File: src/design/assert_macros.svh
// ---------------------------------------------------------------------------
// assert_macros.svh
// clocked assertion helpers included by the top-level design file
// ---------------------------------------------------------------------------
`ifndef ASSERT_MACROS_SVH
`define ASSERT_MACROS_SVH

// property must hold at every rising clock edge outside reset
`define AST_HOLDS(lbl, clk, rst_n, prop, msg) \
    lbl: assert property (@(posedge clk) disable iff (!rst_n) (prop)) else $error(msg);

// condition must never be seen outside reset
`define AST_NEVER(lbl, clk, rst_n, cond, msg) \
    lbl: assert property (@(posedge clk) disable iff (!rst_n) !(cond)) else $error(msg);

`endif

File: src/design/icmper_pkg.sv
// ---------------------------------------------------------------------------
// icmper_pkg
// shared types, codes and checksum helpers of the icmp echo responder
// ---------------------------------------------------------------------------
package icmper_pkg;

    typedef enum logic [1:0] {
        OP_BYTE = 2'd0,
        OP_TICK = 2'd1,
        OP_PING = 2'd2,
        OP_PULL = 2'd3
    } t_op;

    typedef struct packed {
        t_op         op;
        logic [7:0]  data;
        logic        last;
        logic [31:0] peer;
    } t_cmd;

    typedef struct packed {
        logic tx_pending;
        logic rtt_known;
    } t_back_stat;

    localparam logic [7:0]  TYPE_REQUEST   = 8'd8;
    localparam logic [7:0]  TYPE_REPLY     = 8'd0;
    localparam int          HDR_BYTES      = 8;
    localparam int          TICK_W         = 31;
    localparam logic [15:0] PING_IDENT_RST = 16'hA10A;

    // ones' complement add with end-around carry
    function automatic logic [15:0] sum_add(input logic [15:0] s, input logic [15:0] w);
        logic [16:0] t;
        t = {1'b0, s} + {1'b0, w};
        return t[15:0] + {15'd0, t[16]};
    endfunction

    // fixed part of the ping checksum: type word plus payload words
    function automatic logic [15:0] ping_base_sum(input int n);
        logic [15:0] s;
        logic [7:0]  b;
        s = {TYPE_REQUEST, 8'd0};
        for (int k = 0; k < n; k++) begin
            b = 8'(k);
            s = sum_add(s, (k % 2 == 1) ? {8'd0, b} : {b, 8'd0});
        end
        return s;
    endfunction

endpackage

File: src/design/icmper_if.sv


interface icmper_cfg_if;
    logic        valid;
    logic        ready;
    logic [15:0] ping_ident;
    modport source (output valid, ping_ident, input ready);
    modport sink   (input valid, ping_ident, output ready);
endinterface

File: src/design/icmper_top_stub.sv
// ---------------------------------------------------------------------------
// icmper_ident_reg
// holds the ping identifier written through the configuration channel
// ---------------------------------------------------------------------------
module icmper_ident_reg (
    input  logic        i_clk,
    input  logic        i_rst_n,
    icmper_cfg_if.sink  i_cfg,
    output logic [15:0] o_ping_ident
);

    logic [15:0] r_ping_ident;

    assign i_cfg.ready = 1'b1;

    always_ff @(posedge i_clk) begin
        if (!i_rst_n) begin
            r_ping_ident <= icmper_pkg::PING_IDENT_RST;
        end else if (i_cfg.valid) begin
            r_ping_ident <= i_cfg.ping_ident;
        end
    end

    assign o_ping_ident = r_ping_ident;

endmodule

File: src/flat_wrapper.sv
// flat-port wrapper written by rule: the top's interface ports become plain ports
module icmper_ident_reg_flat 
  (i_clk, i_rst_n, o_ping_ident, i_cfg_valid, i_cfg_ping_ident, i_cfg_ready);
  icmper_cfg_if i_cfg_i ();
  input  logic i_clk;
  input  logic i_rst_n;
  output logic [15:0] o_ping_ident;
  input wire logic [$bits(i_cfg_i.valid)-1:0] i_cfg_valid;
  input wire logic [$bits(i_cfg_i.ping_ident)-1:0] i_cfg_ping_ident;
  output wire logic [$bits(i_cfg_i.ready)-1:0] i_cfg_ready;
  assign i_cfg_i.valid = i_cfg_valid;
  assign i_cfg_i.ping_ident = i_cfg_ping_ident;
  assign i_cfg_ready = i_cfg_i.ready;
  icmper_ident_reg u_core (.i_clk(i_clk), .i_rst_n(i_rst_n), .i_cfg(i_cfg_i), .o_ping_ident(o_ping_ident));
endmodule
File: config.mk
export PLATFORM = sky130hd
export DESIGN_NAME = icmper_ident_reg_flat
export DESIGN_NICKNAME = d
export VERILOG_FILES = /design/src/design/assert_macros.svh /design/src/design/icmper_pkg.sv /design/src/design/icmper_if.sv /design/src/design/icmper_top_stub.sv /design/src/flat_wrapper.sv
export SDC_FILE = /design/constraint.sdc
export NUM_CORES = 1
export LEC_CHECK = 0
export BUFFER_PORTS_ARGS = -buffer_cell sky130_fd_sc_hd__buf_2
export CORE_MARGIN = 3
export CORE_UTILIZATION = 40
export DETAILED_ROUTE_END_ITERATION = 8
export PLACE_DENSITY = 0.76
export SETUP_SLACK_MARGIN = 0.02
export SYNTH_ARGS = -nofsm -noshare
export SYNTH_HDL_FRONTEND = slang
export SYNTH_SLANG_ARGS = --single-unit
File: constraint.sdc
create_clock -name i_clk -period 1 [get_ports i_clk]
set_input_delay 0.2 -clock i_clk [delete_from_list [all_inputs] [get_ports i_clk]]
set_output_delay 0.2 -clock i_clk [all_outputs]
set_load 0.02 [all_outputs]
After elaboration in Yosys (flattened, before gate mapping)
Cells that the tools add are included.

word-level totals
  output and inout port bits = 17
  logic and storage cells = 1
  bits in registers = 16

Depth between registers and ports, before layout
  word-level depth = 0
  mapped depth = 4

Worst setup path before layout
No wires, ideal clock.

  path type = input to register
  start = in i_cfg_valid
  end = reg u_core.r_ping_ident[13] (netlist: u_core.o_ping_ident[13])
  data required time = 0.874 ns
  arrival time = 0.676 ns
  library setup time = 0.126 ns
  slack = 0.197 ns
  cell stages on the path = 4
  path through = buf_6 -> buf_12 -> mux2i_1 -> nand2_1

RTL lines
  element               line                   source
  start, declared       flat_wrapper.sv:8      input wire logic [$bits(i_cfg_i.valid)-1:0] i_cfg_valid;
  end signal, assigned  icmper_top_stub.sv:18  r_ping_ident <= icmper_pkg::PING_IDENT_RST;
  end signal, assigned  icmper_top_stub.sv:20  r_ping_ident <= i_cfg.ping_ident;
  end, declared         icmper_top_stub.sv:12  logic [15:0] r_ping_ident;

Worst setup path in the final report
  start = reg u_core.r_ping_ident[8] (netlist: u_core.o_ping_ident[8])
  end = out o_ping_ident[8]

RTL lines
  element        line               source
  end, declared  flat_wrapper.sv:7  output logic [15:0] o_ping_ident;

No word-level cell between the ends.

==> results.md <==
- Clock Tree Buf Depth: 2
- Logic gate share of total power: 19.1%
- CP arrival: 750 ps
- P_int: 1055 uW
- Util after Layout: 69.69%
- Die extent in y: 45.19 um
- Avg Cell Area, Syn: 11.59 um^2
- Met1 WL: 494 um
- CP Cell Sequence: buf_6
- Layout cells sized above 1: 63.33%
- Crit path buffers/inverters: 1
- Tmin final: 950.6 ps
- Pwr Density: 1482 nW/um^2
- Number of global-route vias before repair: 459
- Antenna diode count: 0
- H-tree depth: 1
- Clock slew at reported path FFs: 90 ps
- Final Max Tran Viols: 0
- Drt pass-1 iters: 3
- Post-synth EDFFs: 0
- Via density: 4.638
- Layout Skew: 0 ps
- Worst setup SP type: flop
- Register area share after synthesis: 52.14%
- CP top delay family: flip-flops
- Met3 wire length: 69 um
- Initial Util: 44.96%
- Min Hold Slack: 127.7 ps
- Cell accounting for the most synthesized area: dfxtp_1
- RR Startpoint: u_core.o_ping_ident[7]$_SDFFE_PN0P_
- Max layer used: met4
- Path type of the worst setup path: flop to output pin
- Total power: 1411 uW
- Static Leak: 0.0004685 uW
- Synth Register Bits: 16
- Slowest CP cell: dfxtp_2
- Vias: 487
- Die Area: 2042 um^2
- Largest register FFs: 16
- Mapped Nets: 72
- Status: finished clean
- Count of warnings emitted by yosys: 0
- Max Cap Viol: 0
- NumNets Final: 110
- Final Wtd Congestion: 0.6039
- Total Wirelength: 1353 um
- DRC: 0
- FFs w/ async S/R, synth: 0%
- Worst Setup SP: u_core.o_ping_ident[8]$_SDFFE_PN1P_
- Commonest cells in the netlist: dfxtp_1, mux2i_1, nor2b_1, nand2_1
- Root Driver: clkbuf_4
- Routed Antenna Nets: 0
- Worst-Skew Late Latency: 280 ps
- Period Utilization, post-route: 95.06%
- Peak Freq: 1052 MHz
- Worst hold path type: input pin to flop
- Fillers: 116
- Peak supply drop: 0.8536 mV
- Die W: 45.19 um
- Switch Pwr: 356.7 uW
- Initial drt markers: 2
- Final Setup Violations: 0
- Clk pwr share: 30.7%
- WL met2: 777 um
- Synth Flop Type: dfxtp_1
- Gr usage total: 13.06%
- Post-route setup TNS: 0 ps
- Max incr delay on CP: 350 ps
- Ranking of synthesized cells by area: dfxtp_1, mux2i_1, nor2b_1
- Hold wc startpoint: i_cfg_ping_ident[13]
- Sink Count: 16
- Endpoint kind of the worst setup timing path: output pin
- Initial antenna violation count: 0
- Pin count of the biggest net entering global routing: 17
- Flop pwr share: 50.2%
- Rows: 13
- Boundary Pins: 36
- Syn-to-layout area delta: 54.99%
- Unrepaired setup endpoints after global routing: true
- Hold-fix buffers, CTS: 0
- Grt total ovfl: 0
- I/O Buffers: 34
- Sw frac: 25.27%
- Synthesized area: 614.3 um^2
- Top cell type's share of synthesized area: 52.14%
- CTS Buf Count: 3
- Setup WS pre-CTS: 119.8 ps
- Required time worst endpoint: 800 ps
- Min setup slack post-route: 49.38 ps
- Core area: 1366 um^2
- Final hold vios: 0
- Synth cell types: 9
- First-pass GRT wire length: 1842 um
- CTS tree: done
- Synth Instances: 53
- Crit-path max FO: 2
- Routed len/inst: 12.89 um
## through the flow
stage / cell area (um^2) / cells
floorplan: 614.3 / 53
global placement: 780.7 / 99
detailed placement: 780.7 / 99
CTS: 864.6 / 103
global route: 952.2 / 105
finish: 952.2 / 105
## logic make-up after synthesis
group	Yosys count	synth area share [%]
muxes	16	26.07
DFF	16	52.14
and+or+nand+nor	16	14.26
buffers and inverters	4	6.925
other	1	0.6104
## placed cells by master (no fill, tap or decap)
cell type / instances
nor2b_1: 11
clkbuf_8: 1
dfxtp_2: 16
mux2i_1: 16
clkbuf_4: 3
buf_2: 18
conb_1: 1
nand2_1: 5
buf_6: 16
buf_12: 1
buf_4: 2
## path summary, 6_finish.rpt
path / cells after the start / slack [ps] / end
max: 1 / 50 / o_ping_ident[8]
max reg2reg: 3 / 250 / u_core.o_ping_ident[7]$_SDFFE_PN0P_
min reg2reg: 2 / 490 / u_core.o_ping_ident[13]$_SDFFE_PN1P_
min: 3 / 130 / u_core.o_ping_ident[13]$_SDFFE_PN1P_
## layer usage
metal,vias to the layer above,global-route usage (%)
met2,15,23.45
li1,246,-
met4,0,8.772
met1,224,11.82
met3,2,5.179
met5,-,0
## repair_timing
item | CTS | global route
setup endpoints to repair | 16 | 16
setup buffers | 0 | 2
resized for setup | 22 | 26
## power by group through the flow
stage | clock (uW) | combinational, uW | sequential, uW
after floorplan | 0 | 95.2 | 755
after global placement | 0 | 217 | 706
after detailed placement | 0 | 220 | 707
after CTS | 440 | 241 | 697
after global routing | 483 | 290 | 714
final | 433 | 270 | 709
## final cells by class
| cell class | count | area [um^2] | area share [%] |
|---|---|---|---|
| sequential | 16 | 340.3 | 35.74 |
| tap | 15 | 18.77 | 1.971 |
| multi-input combinational | 33 | 251.5 | 26.41 |
| clock buffer | 4 | 36.28 | 3.811 |
| timing repair buffer | 37 | 305.3 | 32.06 |
(Power assumes the default switching activity.)
