## src/design/assert_macros.svh

```systemverilog
// ---------------------------------------------------------------------------
// assert_macros.svh
// clocked assertion helpers included by the top-level design file
// ---------------------------------------------------------------------------
`ifndef ASSERT_MACROS_SVH
`define ASSERT_MACROS_SVH

// property must hold at every rising clock edge outside reset
`define AST_HOLDS(lbl, clk, rst_n, prop, msg) \
    lbl: assert property (@(posedge clk) disable iff (!rst_n) (prop)) else $error(msg);

// condition must never be seen outside reset
`define AST_NEVER(lbl, clk, rst_n, cond, msg) \
    lbl: assert property (@(posedge clk) disable iff (!rst_n) !(cond)) else $error(msg);

`endif

```

## src/design/icmper_pkg.sv

```systemverilog
// ---------------------------------------------------------------------------
// icmper_pkg
// shared types, codes and checksum helpers of the icmp echo responder
// ---------------------------------------------------------------------------
package icmper_pkg;

    typedef enum logic [1:0] {
        OP_BYTE = 2'd0,
        OP_TICK = 2'd1,
        OP_PING = 2'd2,
        OP_PULL = 2'd3
    } t_op;

    typedef struct packed {
        t_op         op;
        logic [7:0]  data;
        logic        last;
        logic [31:0] peer;
    } t_cmd;

    typedef struct packed {
        logic tx_pending;
        logic rtt_known;
    } t_back_stat;

    localparam logic [7:0]  TYPE_REQUEST   = 8'd8;
    localparam logic [7:0]  TYPE_REPLY     = 8'd0;
    localparam int          HDR_BYTES      = 8;
    localparam int          TICK_W         = 31;
    localparam logic [15:0] PING_IDENT_RST = 16'hA10A;

    // ones' complement add with end-around carry
    function automatic logic [15:0] sum_add(input logic [15:0] s, input logic [15:0] w);
        logic [16:0] t;
        t = {1'b0, s} + {1'b0, w};
        return t[15:0] + {15'd0, t[16]};
    endfunction

    // fixed part of the ping checksum: type word plus payload words
    function automatic logic [15:0] ping_base_sum(input int n);
        logic [15:0] s;
        logic [7:0]  b;
        s = {TYPE_REQUEST, 8'd0};
        for (int k = 0; k < n; k++) begin
            b = 8'(k);
            s = sum_add(s, (k % 2 == 1) ? {8'd0, b} : {b, 8'd0});
        end
        return s;
    endfunction

endpackage

```

## src/design/icmper_queue.sv

```systemverilog
// ---------------------------------------------------------------------------
// icmper_queue
// two-entry queue between front and back
// ---------------------------------------------------------------------------
module icmper_queue (
    input  logic             i_clk,
    input  logic             i_rst_n,
    input  logic             i_push_valid,
    output logic             o_push_ready,
    input  icmper_pkg::t_cmd i_push_cmd,
    output logic             o_pop_valid,
    input  logic             i_pop_ready,
    output icmper_pkg::t_cmd o_pop_cmd
);

    icmper_pkg::t_cmd r_ent [2];
    logic             r_wp, n_wp;
    logic             r_rp, n_rp;
    logic [1:0]       r_cnt, n_cnt;
    logic             push, pop;

    assign o_push_ready = (r_cnt != 2'd2);
    assign o_pop_valid  = (r_cnt != 2'd0);
    assign o_pop_cmd    = r_ent[r_rp];
    assign push         = i_push_valid && o_push_ready;
    assign pop          = o_pop_valid && i_pop_ready;

    always_comb begin
        n_wp  = push ? ~r_wp : r_wp;
        n_rp  = pop ? ~r_rp : r_rp;
        n_cnt = r_cnt + {1'b0, push} - {1'b0, pop};
    end

    always_ff @(posedge i_clk) begin
        if (!i_rst_n) begin
            r_wp  <= 1'b0;
            r_rp  <= 1'b0;
            r_cnt <= 2'd0;
        end else begin
            r_wp  <= n_wp;
            r_rp  <= n_rp;
            r_cnt <= n_cnt;
        end
        if (push) begin
            r_ent[r_wp] <= i_push_cmd;
        end
    end

endmodule

```

## config.mk

```make
export PLATFORM = sky130hd
export DESIGN_NAME = icmper_queue
export DESIGN_NICKNAME = d
export VERILOG_FILES = /design/src/design/assert_macros.svh /design/src/design/icmper_pkg.sv /design/src/design/icmper_queue.sv
export SDC_FILE = /design/constraint.sdc
export NUM_CORES = 1
export LEC_CHECK = 0
export BUFFER_PORTS_ARGS = -buffer_cell sky130_fd_sc_hd__clkbuf_2
export CAP_MARGIN = 25
export CORE_MARGIN = 8
export CORE_UTILIZATION = 56
export DETAILED_ROUTE_END_ITERATION = 10
export HOLD_SLACK_MARGIN = 0.03
export PLACE_DENSITY = 0.81
export SLEW_MARGIN = 20
export SYNTH_ARGS = -nofsm -noshare
export SYNTH_HDL_FRONTEND = slang
export SYNTH_SLANG_ARGS = --single-unit
```

## constraint.sdc

```tcl
create_clock -name i_clk -period 6 [get_ports i_clk]
set_clock_uncertainty 0.05 [all_clocks]
set_input_delay 0.9 -clock i_clk [delete_from_list [all_inputs] [get_ports i_clk]]
set_output_delay 0.9 -clock i_clk [all_outputs]
set_load 0.005 [all_outputs]
```

# [Word level (Yosys, flattened, before mapping)]
# Memory sizes are Yosys's and may differ from the RTL's. A register that Yosys moved wholly into a read port is not among the register bits.
# Cells that the tools add are included.
# Widths: inputs -> output; s select.
[classes] add_sub_neg=2 n_eq_ne=1 n_mux=4 n_bitwise=2 reduce_logical=3
[op_table] op="$mux 1" count=4
[op_table] op="$add 2x1->2" count=1
[op_table] op="$logic_and 1x1->1" count=2
[op_table] op="$ne 2x2->1 const B" count=1
[op_table] op="$not 1->1" count=2
[op_table] op="$reduce_bool 2->1" count=1
[op_table] op="$sub 2x1->2" count=1
[totals] register_bits=4 mem_bits_rw=86 in_bits=47 output_inout_bits=45 elab_cells=16 memories=1
[memory_table] name="r_ent" depth=2 width=43 rd=1 rd_ports_with_merged_regs=1 write_ports=1 line="icmper_queue.sv:16" source="icmper_pkg::t_cmd r_ent [2];"

# [Longest topological paths before layout]
# Gate-level depths: netlist of the first run.
[depth] ltp_word=4 ltp_mapped=8

# [Worst setup path before layout of the first run]
# Ideal clock, no wire load.
[synth_timing] path_kind="in2reg" startpoint="in i_push_valid" endpoint="mem r_ent[0][0] (netlist name) (enable)" setup_ns=0.443 t_arrival_ns=2.803 slack_ns=2.704 stages=2 n_path_buf=0 cell_sequence="nand2_1 -> nor2_1"
[synth_between] elab_chain_cells=3
[synth_rtl] element="from (decl)" line="icmper_queue.sv:8" source="input logic i_push_valid,"
[synth_rtl] element="$logic_and 1x1->1" line="icmper_queue.sv:25" source="assign push = i_push_valid && o_push_ready;"
[synth_rtl] element="$mux 1" line="icmper_queue.sv:44" source="if (push) begin"
[synth_rtl] element="$mux 1 (implied by the code)" line="icmper_queue.sv:45" source="r_ent[r_wp] <= i_push_cmd;"
[synth_rtl] element="to (decl)" line="icmper_queue.sv:16"
# Every way passes these cells.

==> results of run 1 <==
[worst max-delay path: cells and delay by family (launching register included)]
| family | cells | cell delay, ns |
|---|---|---|
| flops | 1 | 0.67 |
| buf+inv | 2 | 0.63 |
| mux | 1 | 0.39 |
[final cells by class]
type | count | area (um^2) | share of cell area
clock buffers | 11 | 131 | 0.0310
clock inverters | 5 | 53.8 | 0.0127
inverters | 1 | 3.75 | 0.000887
multi-input cells | 61 | 774 | 0.183
flip-flops and latches | 91 | 2680 | 0.634
well taps | 77 | 96.3 | 0.0228
repair buffers | 94 | 490 | 0.116
[metrics by stage]
stage / hold WS (ns) / instances / util / worst slack (ns)
after detailed placement: 0.490 / 323 / 0.646 / 3.33
after global routing: 0.535 / 340 / 0.678 / 2.85
after floorplan: 0.405 / 158 / - / 2.70
final: 0.491 / 340 / 0.678 / 2.99
after global placement: 0.451 / 323 / 0.646 / 3.37
after CTS: 0.501 / 339 / 0.675 / 2.94
[final timing paths]
kind                        from                     end  slack, ns  cells past startpoint
min            r_wp$_SDFFE_PN0N_       r_wp$_SDFFE_PN0N_       0.49                      2
max reg2reg  r_cnt[0]$_SDFF_PN0_  r_ent[0][23]$_DFFE_PP_       4.05                      4
min reg2reg    r_wp$_SDFFE_PN0N_       r_wp$_SDFFE_PN0N_       0.49                      2
max                    flip-flop            o_pop_cmd[1]       2.99                      3
[cell families after synthesis]
family                   Yosys count  synth area share
XOR/XNOR                           3           0.00742
AO/OA/AOI/OAI                      1           0.00247
AND/OR/NAND/NOR                   11            0.0173
multiplexers                      44             0.182
buffers and inverters              6            0.0268
adder cells (fa/ha/maj)            2           0.00706
flip-flops                        91             0.757
[sequential cells by signal, indices dropped and copies added, names as in the netlist, named ones only]
name / flops
r_ent: 86
r_rp: 1
r_cnt: 2
r_wp: 1
[power by group through the flow]
| stage | clock network, W | logic (W) | registers, W |
|---|---|---|---|
| 2_1_floorplan | 0 | 0.000328 | 0.000835 |
| 3_3_place_gp | 0 | 0.000421 | 0.000854 |
| 3_5_place_dp | 0 | 0.000429 | 0.000859 |
| 4_1_cts | 0.000396 | 0.000430 | 0.000845 |
| 5_1_grt | 0.000413 | 0.000462 | 0.000853 |
| 6_report | 0.000385 | 0.000423 | 0.000842 |
[routing by layer]
layer / GRT usage / wire [um] / vias to the layer above / part of all wire
li1: - / - / 816 / -
met1: 0.147 / 2330 / 834 / 0.40
met2: 0.223 / 3070 / 46 / 0.53
met3: 0.0449 / 370 / 7 / 0.063
met4: 0.0538 / 63 / 0 / 0.011
met5: 0 / 0 / - / 0
[placed cells by master (no fill, tap or decap)]
cell        instances
edfxtp_1           86
mux2_2              3
clkinvlp_4          2
clkinv_1            1
clkbuf_8            9
nor2_4              1
mux2_4             40
inv_1               1
and3_2              1
dfxtp_2             1
nand2b_1            2
dfxtp_1             4
buf_12              1
or2_2               1
nor2b_1             2
xnor2_1             3
ha_1                2
buf_4               2
clkbuf_2           91
mux2i_1             1
and2_1              2
bufinv_16           1
o21a_2              1
nand2_1             2
clkbuf_1            2
clkinv_2            1
==> metrics.txt, run 1 <==
Worst Tran Pin Value=around 0.58 ns; Area Overhead vs Synth=19.5%; total vias in the final route=roughly 1700; WL per Instance=around 17 um; synthesized flop and latch total=91; FMAX=~330 MHz; core region area=6240 um^2; Critical Path Start Type=flip-flop; synthesized area=3540 um^2; Initial Util=0.568; Flop pwr share=0.510; CP max stage delay=around 0.67 ns; Antenna Nets Post-Route=0; Comb pwr share=0.256; gpl congestion=roughly 0.7; vias per cell=about 5.0; Tot GR Track Use=0.131; # IOs=92; switching power=about 0.00042 W; Slew Limit Headroom=0.613; Clock Path Buffers=2; Yosys warnings=0; Yosys cell types=18; setup repair bufs after CTS=0; die area=approximately 9100 um^2; vias in the first global route=about 1800; Pwr Density=between 300 and 400 nW/um^2; async set or reset register ratio after synthesis=0; Synth area leaders=edfxtp_1, mux2_4, dfxtp_1, buf_12, mux2_2; RSZ-0062 raised after global routing=false; Lkg Pwr=1.69 nW; largest area contributor in the netlist=edfxtp_1; Power, Total=roughly 0.0016 W; max-slew violation count=0; Final Instance Area=roughly 4200 um^2; syn_nets=between 200 and 250; most common cell in the netlist=edfxtp_1; CP max FO=28; total length of routed wires=between 5000 and 6000 um; initial DRC count=56; Hold Vio Cnt, Final=0; DP Area=around 4000 um^2; largest net degree at the start of global routing=44; number of buffers created by CTS=9; final setup TNS=0 ns; final net count=about 300; CTS root buffer=clkbuf_8; CTS tree=done; # setup viols final=0; path type of the worst setup path=reg -> out; first-pass GRT wire length=8930 um; Seq/Total Area, Yosys=0.757; Port-buffer cells=a little over 90; post-synthesis area per instance=22.4 um^2; crit end category=output port; Synth Flop Type=edfxtp_1; peak supply drop=0.267 mV; share of cells above drive strength 1=0.589; minimum clock period after layout=around 3.0 ns; max-cap violations=0; power share of the clock group=0.233; Initial DRT Pass Iterations=4; die width=roughly 96 um; Worst path slowest cell=dfxtp_2; post-synthesis cell count=158; grt ovf=0; post-synth top area share=0.729; fill cell total of the finished layout=around 430; status=finished, final reports clean; worst min path class=reg -> reg; clock-pin slew on the worst setup and hold paths=0.08 ns; DP HPWL=around 4100 um; switching share of power=0.253; P_int=approximately 0.0012 W; Commonest cells post-synth=edfxtp_1, mux2_4, dfxtp_1; PostCTS Resize Cnt=0; CTS H-tree lvls=3; Post-synth EDFFs=86; CP Cell Sequence=buf_4 > mux2_2 > clkbuf_2; CP required=just over 5 ns; final period utilization=0.501; Post-route DRC=0; Post-CTS Hold Buffers=0; Die Height=95.5 um; clk sinks=just over 90; insertion delay to the later sink of the worst-skew pair=roughly 0.34 ns; row count=29; Worst EP arrival=2.06 ns; initial antenna violation count=0; ant diodes=0
Note: power is estimated with default switching activity, not from simulation.
==> inputs of run 2 (changes only) <==
Settings changed: CORE_UTILIZATION 56 to 47, PLACE_DENSITY 0.81 to 0.72.
Clock period 6 ns to 2.6 ns, I/O delays scaled along.
==> metrics.txt, run 2 (same netlist as run 1, synthesis figures left out) <==
status=finished, final reports clean; # IOs=92 (unchanged); Die Height=103 um (+7.6%); most frequent cells in the layout=clkbuf_2, edfxtp_1, mux2_4; die width=103 um (+7.6%); CTS tree=done; Tot GR Track Use=0.121 (-0.00991); total vias in the final route=1690 (-0.76%); total length of routed wires=6080 um (+4.1%); Worst EP arrival=1.57 ns (-0.49 ns); vias in the first global route=1923 (+5.0%); # setup viols final=0 (unchanged); Sequential Area=2680 um^2 (unchanged); Regs by FF count=r_ent x86, r_cnt x2; ant diodes=0 (unchanged); peak supply drop=0.570 mV (+110%); Initial DRT Pass Iterations=4 (unchanged); share of cells above drive strength 1=0.604 (+0.0144); Worst R2R Setup Slack=0.87 ns (-3.18 ns); P_int=0.00305 W (+150%); Largest Register=r_ent; initial antenna violation count=0 (unchanged); number of buffers created by CTS=9 (unchanged); clk sinks=91 (unchanged); RSZ-0062 raised after global routing=false; WL per Instance=16.7 um (-2.7%); Pwr Density=939 nW/um^2 (+140%); power share of the clock group=0.279 (+0.046); gpl congestion=0.678 (-2.3%); largest net degree at the start of global routing=44 (unchanged); Post-CTS Hold Buffers=0 (unchanged); max-slew violation count=0 (unchanged); switching power=0.00101 W (+140%); fill cell total of the finished layout=583 (+34%); final setup TNS=0 ns (unchanged); Flop pwr share=0.468 (-0.042); row count=31 (+6.9%); CTS root buffer=clkbuf_8; FMAX=roughly 500 MHz; Hold Vio Cnt, Final=0 (unchanged); worst min path class=in -> reg; first-pass GRT wire length=9420 um (+5.5%); hold slack=0.176 ns (-0.315 ns); Comb pwr share=0.253 (-0.003); minimum clock period after layout=around 2 ns; Area Overhead vs Synth=22.0%; area of the multi-input gates=774 um^2 (unchanged); Lkg Pwr=1.74 nW (+2.7%); Critical Path Start Type=flip-flop; max-cap violations=0 (unchanged); clock-pin slew on the worst setup and hold paths=0.09 ns (about the same); Antenna Nets Post-Route=0 (unchanged); switching share of power=0.248 (-0.00493); Clock Path Buffers=2 (unchanged); initial DRC count=59 (+5.4%); most common cell after layout, fill and taps aside=clkbuf_2; setup repair bufs after CTS=0 (unchanged); CP required=2.16 ns (-2.89 ns); CP max FO=25 (-11%); die area=10600 um^2 (+16%); PostCTS Resize Cnt=0 (unchanged); final core occ=0.593 (-0.0854); final period utilization=0.772; vias per cell=4.64 (-7.3%); Initial Util=0.486 (-0.0818); final net count=309 (+0.65%); CTS H-tree lvls=3 (unchanged); Post-route DRC=0 (unchanged); max reg flops=86 (unchanged); path type of the worst setup path=reg -> out; Worst Tran Pin Value=0.596 ns (+0.0165 ns); crit end category=output port; core region area=7290 um^2 (+17%); DP HPWL=4370 um (+6.8%); grt ovf=0 (unchanged); Port-buffer cells=91 (unchanged); Slew Limit Headroom=0.603 (-0.0101); insertion delay to the later sink of the worst-skew pair=0.34 ns (about the same)
## run 2: cell count changes in the layout (fill, tap and decap cells not counted), sizes merged
cell      previous run  this run
clkinvlp             2         0
clkbuf             102       100
buf                  3         5
inv                  1         4
clkinv               2         1
bufinv               1         3
## run 2: routing by layer
layer	vias up	GRT usage	wire length (um)
met1	807	0.129	2300
met4	0	0.0512	87
met5	-	0	0
li1	815	-	-
met2	61	0.210	3200
met3	7	0.0486	485
## run 2: layout make-up
type,count,share of cell area
Sequential cell,91,0.621
Inverter,1,0.000868
Multi-Input combinational cell,61,0.179
Clock inverter,7,0.0281
Timing Repair Buffer,96,0.114
Clock buffer,9,0.0286
Tap cell,99,0.0286
## run 2: worst max-delay path, stage by stage (launching register included)
cell and delay, ns:
dfxtp_2 0.33, buf_4 0.39, mux2_2 0.40, clkbuf_2 0.11
## run 2: final timing paths
path                            start                endpoint  cells after the start
setup / recovery            flip-flop            o_pop_cmd[1]                      3
setup reg to reg  r_cnt[0]$_SDFF_PN0_     r_cnt[1]$_SDFF_PN0_                      8
hold reg to reg     r_wp$_SDFFE_PN0N_       r_wp$_SDFFE_PN0N_                      2
hold / removal         i_push_cmd[13]  r_ent[0][13]$_DFFE_PP_                      1
## run 2: metrics by stage
stage | cell area [um^2] | total power [W] | worst slack, ns | cells
floorplan | 3550 | 0.00268 | 0.404 | 158
global placement | 4080 | 0.00297 | 0.909 | 348
detailed placement | 4080 | 0.00299 | 0.861 | 348
CTS | 4320 | 0.00412 | 0.566 | 364
global route | 4320 | 0.00427 | 0.496 | 364
finish | 4320 | 0.00406 | 0.592 | 364
## run 2: power by group through the flow
stage | clock network [W] | logic [W] | registers (W)
4_1_cts | 0.00116 | 0.00106 | 0.00190
3_5_place_dp | 0 | 0.00105 | 0.00194
6_report | 0.00113 | 0.00103 | 0.00190
3_3_place_gp | 0 | 0.00105 | 0.00193
2_1_floorplan | 0 | 0.000757 | 0.00192
5_1_grt | 0.00122 | 0.00112 | 0.00192
==> inputs of run 3 (changes only) <==
Clock period 2.6 ns to 1.7 ns, I/O delays scaled along.
==> metrics.txt, run 3 (same netlist as run 1, synthesis figures left out) <==
status=finished, final reports clean; Initial DRT Pass Iterations=4 (unchanged); Worst EP arrival=1.39 ns (-0.18 ns); Hold Vio Cnt, Final=0 (unchanged); most common cell after layout, fill and taps aside=clkbuf_2; DP HPWL=4520 um (+3.6%); total vias in the final route=1777 (+5.1%); crit end category=output port; Antenna Nets Post-Route=0 (unchanged); number of buffers created by CTS=9 (unchanged); Comb pwr share=0.302 (+0.049); vias in the first global route=1982 (+3.1%); die area=10600 um^2 (unchanged); most frequent cells in the layout=clkbuf_2, edfxtp_1, mux2_4; CTS root buffer=clkbuf_8; Worst path slowest cell=dfxtp_4; vias per cell=4.75 (+2.3%); switching power=0.00156 W (+55%); initial DRC count=47 (-20%); max-cap violations=0 (unchanged); largest net degree at the start of global routing=24 (-45%); Slew Limit Headroom=0.857 (+0.254); crit-path leading delay family=flip-flops; Die Height=103 um (unchanged); FMAX=590 MHz; Largest Register=r_ent; clk sinks=91 (unchanged); RSZ-0062 raised after global routing=true; CP Cell Sequence=buf_12 > mux2_4 > clkbuf_2; minimum clock period after layout=approximately 1.7 ns; worst min path class=in -> reg; Tot GR Track Use=0.129 (+0.00770); P_int=0.00456 W (+49%); # IOs=92 (unchanged); CTS H-tree lvls=3 (unchanged); grt ovf=0 (unchanged); final net count=322 (+4.2%); CP required=1.39 ns (-0.77 ns); Critical Path Start Type=flip-flop; Regs by FF count=r_ent x86, r_cnt x2; clock-pin slew on the worst setup and hold paths=0.08 ns (about the same); CP Depth=3 (unchanged); CTS tree=done; hold slack=0.0508 ns (-0.125 ns); switching share of power=0.255 (+0.00730); share of cells above drive strength 1=0.611 (+0.00714); Area Overhead vs Synth=27.6%; Bufs and invs on worst path=2 (unchanged); Clock Path Buffers=2 (unchanged); # setup viols final=0 (unchanged); Hold Path Depth=1 (unchanged); Post-route DRC=0 (unchanged); Pwr Density=1350 nW/um^2 (+44%); Initial Util=0.486 (unchanged); peak supply drop=0.672 mV (+18%); gpl congestion=0.714 (+5.4%); power share of the clock group=0.214 (-0.065); row count=31 (unchanged); Port-buffer cells=91 (unchanged); WL per Instance=17.6 um (+5.2%); core region area=7290 um^2 (unchanged); Worst Tran Pin Value=0.214 ns (-0.382 ns); pre-CTS setup slack=0.00284 ns (-0.859 ns); max-slew violation count=0 (unchanged); first-pass GRT wire length=9970 um (+5.9%); final period utilization=0.997; ant diodes=0 (unchanged); path type of the worst setup path=reg -> out; insertion delay to the later sink of the worst-skew pair=0.34 ns (about the same); worst reg2reg path depth=7 (-1); CP max FO=16 (-36%); die width=103 um (unchanged); total length of routed wires=6570 um (+8.1%); max reg flops=86 (unchanged); CP max stage delay=0.42 ns (+0.02 ns); initial antenna violation count=0 (unchanged); Final WS setup=0.00567 ns (-0.586 ns); Lkg Pwr=1.80 nW (+3.5%); Flop pwr share=0.484 (+0.016)
==> run 3: changes by cell type in the layout (fill, tap and decap cells not counted), sizes merged <==
cell / change
buf: +4
bufinv: -2
clkinv: +2
dlygate4sd3: +9
inv: -3
==> run 3: final cells by class <==
type,count,area [um^2]
clock inverter,4,45.0
multi-input combinational,61,822
inverter,1,3.75
tap,99,124
timing repair buffer,109,708
fill,588,2770
clock buffer,9,124
sequential,91,2690
==> run 3: worst register-to-register path, delay by kind of cell, from the launching register on <==
family	cells	cell delay, ns
AOI/OAI and AO/OA	1	0.23
and+or+nand+nor	1	0.16
buffers and inverters	1	0.04
DFF	1	0.36
adders and majority gates	2	0.43
xor gates and xnor gates	2	0.27
==> run 3: power groups by stage <==
stage | combinational, W | sequential, W | clock [W]
after floorplan | 0.00118 | 0.00294 | 0
after global placement | 0.00172 | 0.00296 | 0
after detailed placement | 0.00175 | 0.00298 | 0
after CTS | 0.00183 | 0.00296 | 0.00136
after global routing | 0.00198 | 0.00299 | 0.00146
final | 0.00185 | 0.00296 | 0.00131
==> run 3: path summary, 6_finish.rpt <==
check	start	to	slack, ns
max	flip-flop	o_pop_cmd[20]	0.006
min	i_push_cmd[6]	r_ent[1][6]$_DFFE_PP_	0.05
max reg2reg	r_cnt[0]$_SDFF_PN0_	r_cnt[1]$_SDFF_PN0_	0.04
min reg2reg	r_wp$_SDFFE_PN0N_	r_wp$_SDFFE_PN0N_	0.49
==> run 3: stage by stage <==
stage | setup TNS (ns) | total power (W) | cells | area (um^2) | util
detailed placement | 0 | 0.00473 | 350 | 4180 | 0.573
CTS | -0.371 | 0.00615 | 365 | 4410 | 0.605
floorplan | 0 | 0.00412 | 158 | 3560 | -
finish | 0 | 0.00612 | 374 | 4520 | 0.620
global route | -1.65 | 0.00644 | 374 | 4520 | 0.620
global placement | 0 | 0.00468 | 350 | 4180 | 0.573
==> run 3: routing by layer <==
metal | GRT usage | wire length [um]
met5 | 0 | 0
met3 | 0.0398 | 385
met4 | 0.0601 | 106
met1 | 0.135 | 2390
met2 | 0.231 | 3690
==> run 3: what timing repair did <==
action                                  CTS  global route
pin swaps                                 0             1
hold buffers                              1             8
endpoints found under the hold margin     2            15
setup buffers                             0             1
cloned                                    1             0
endpoints found under the setup margin   33            42
resized for setup                         8             4
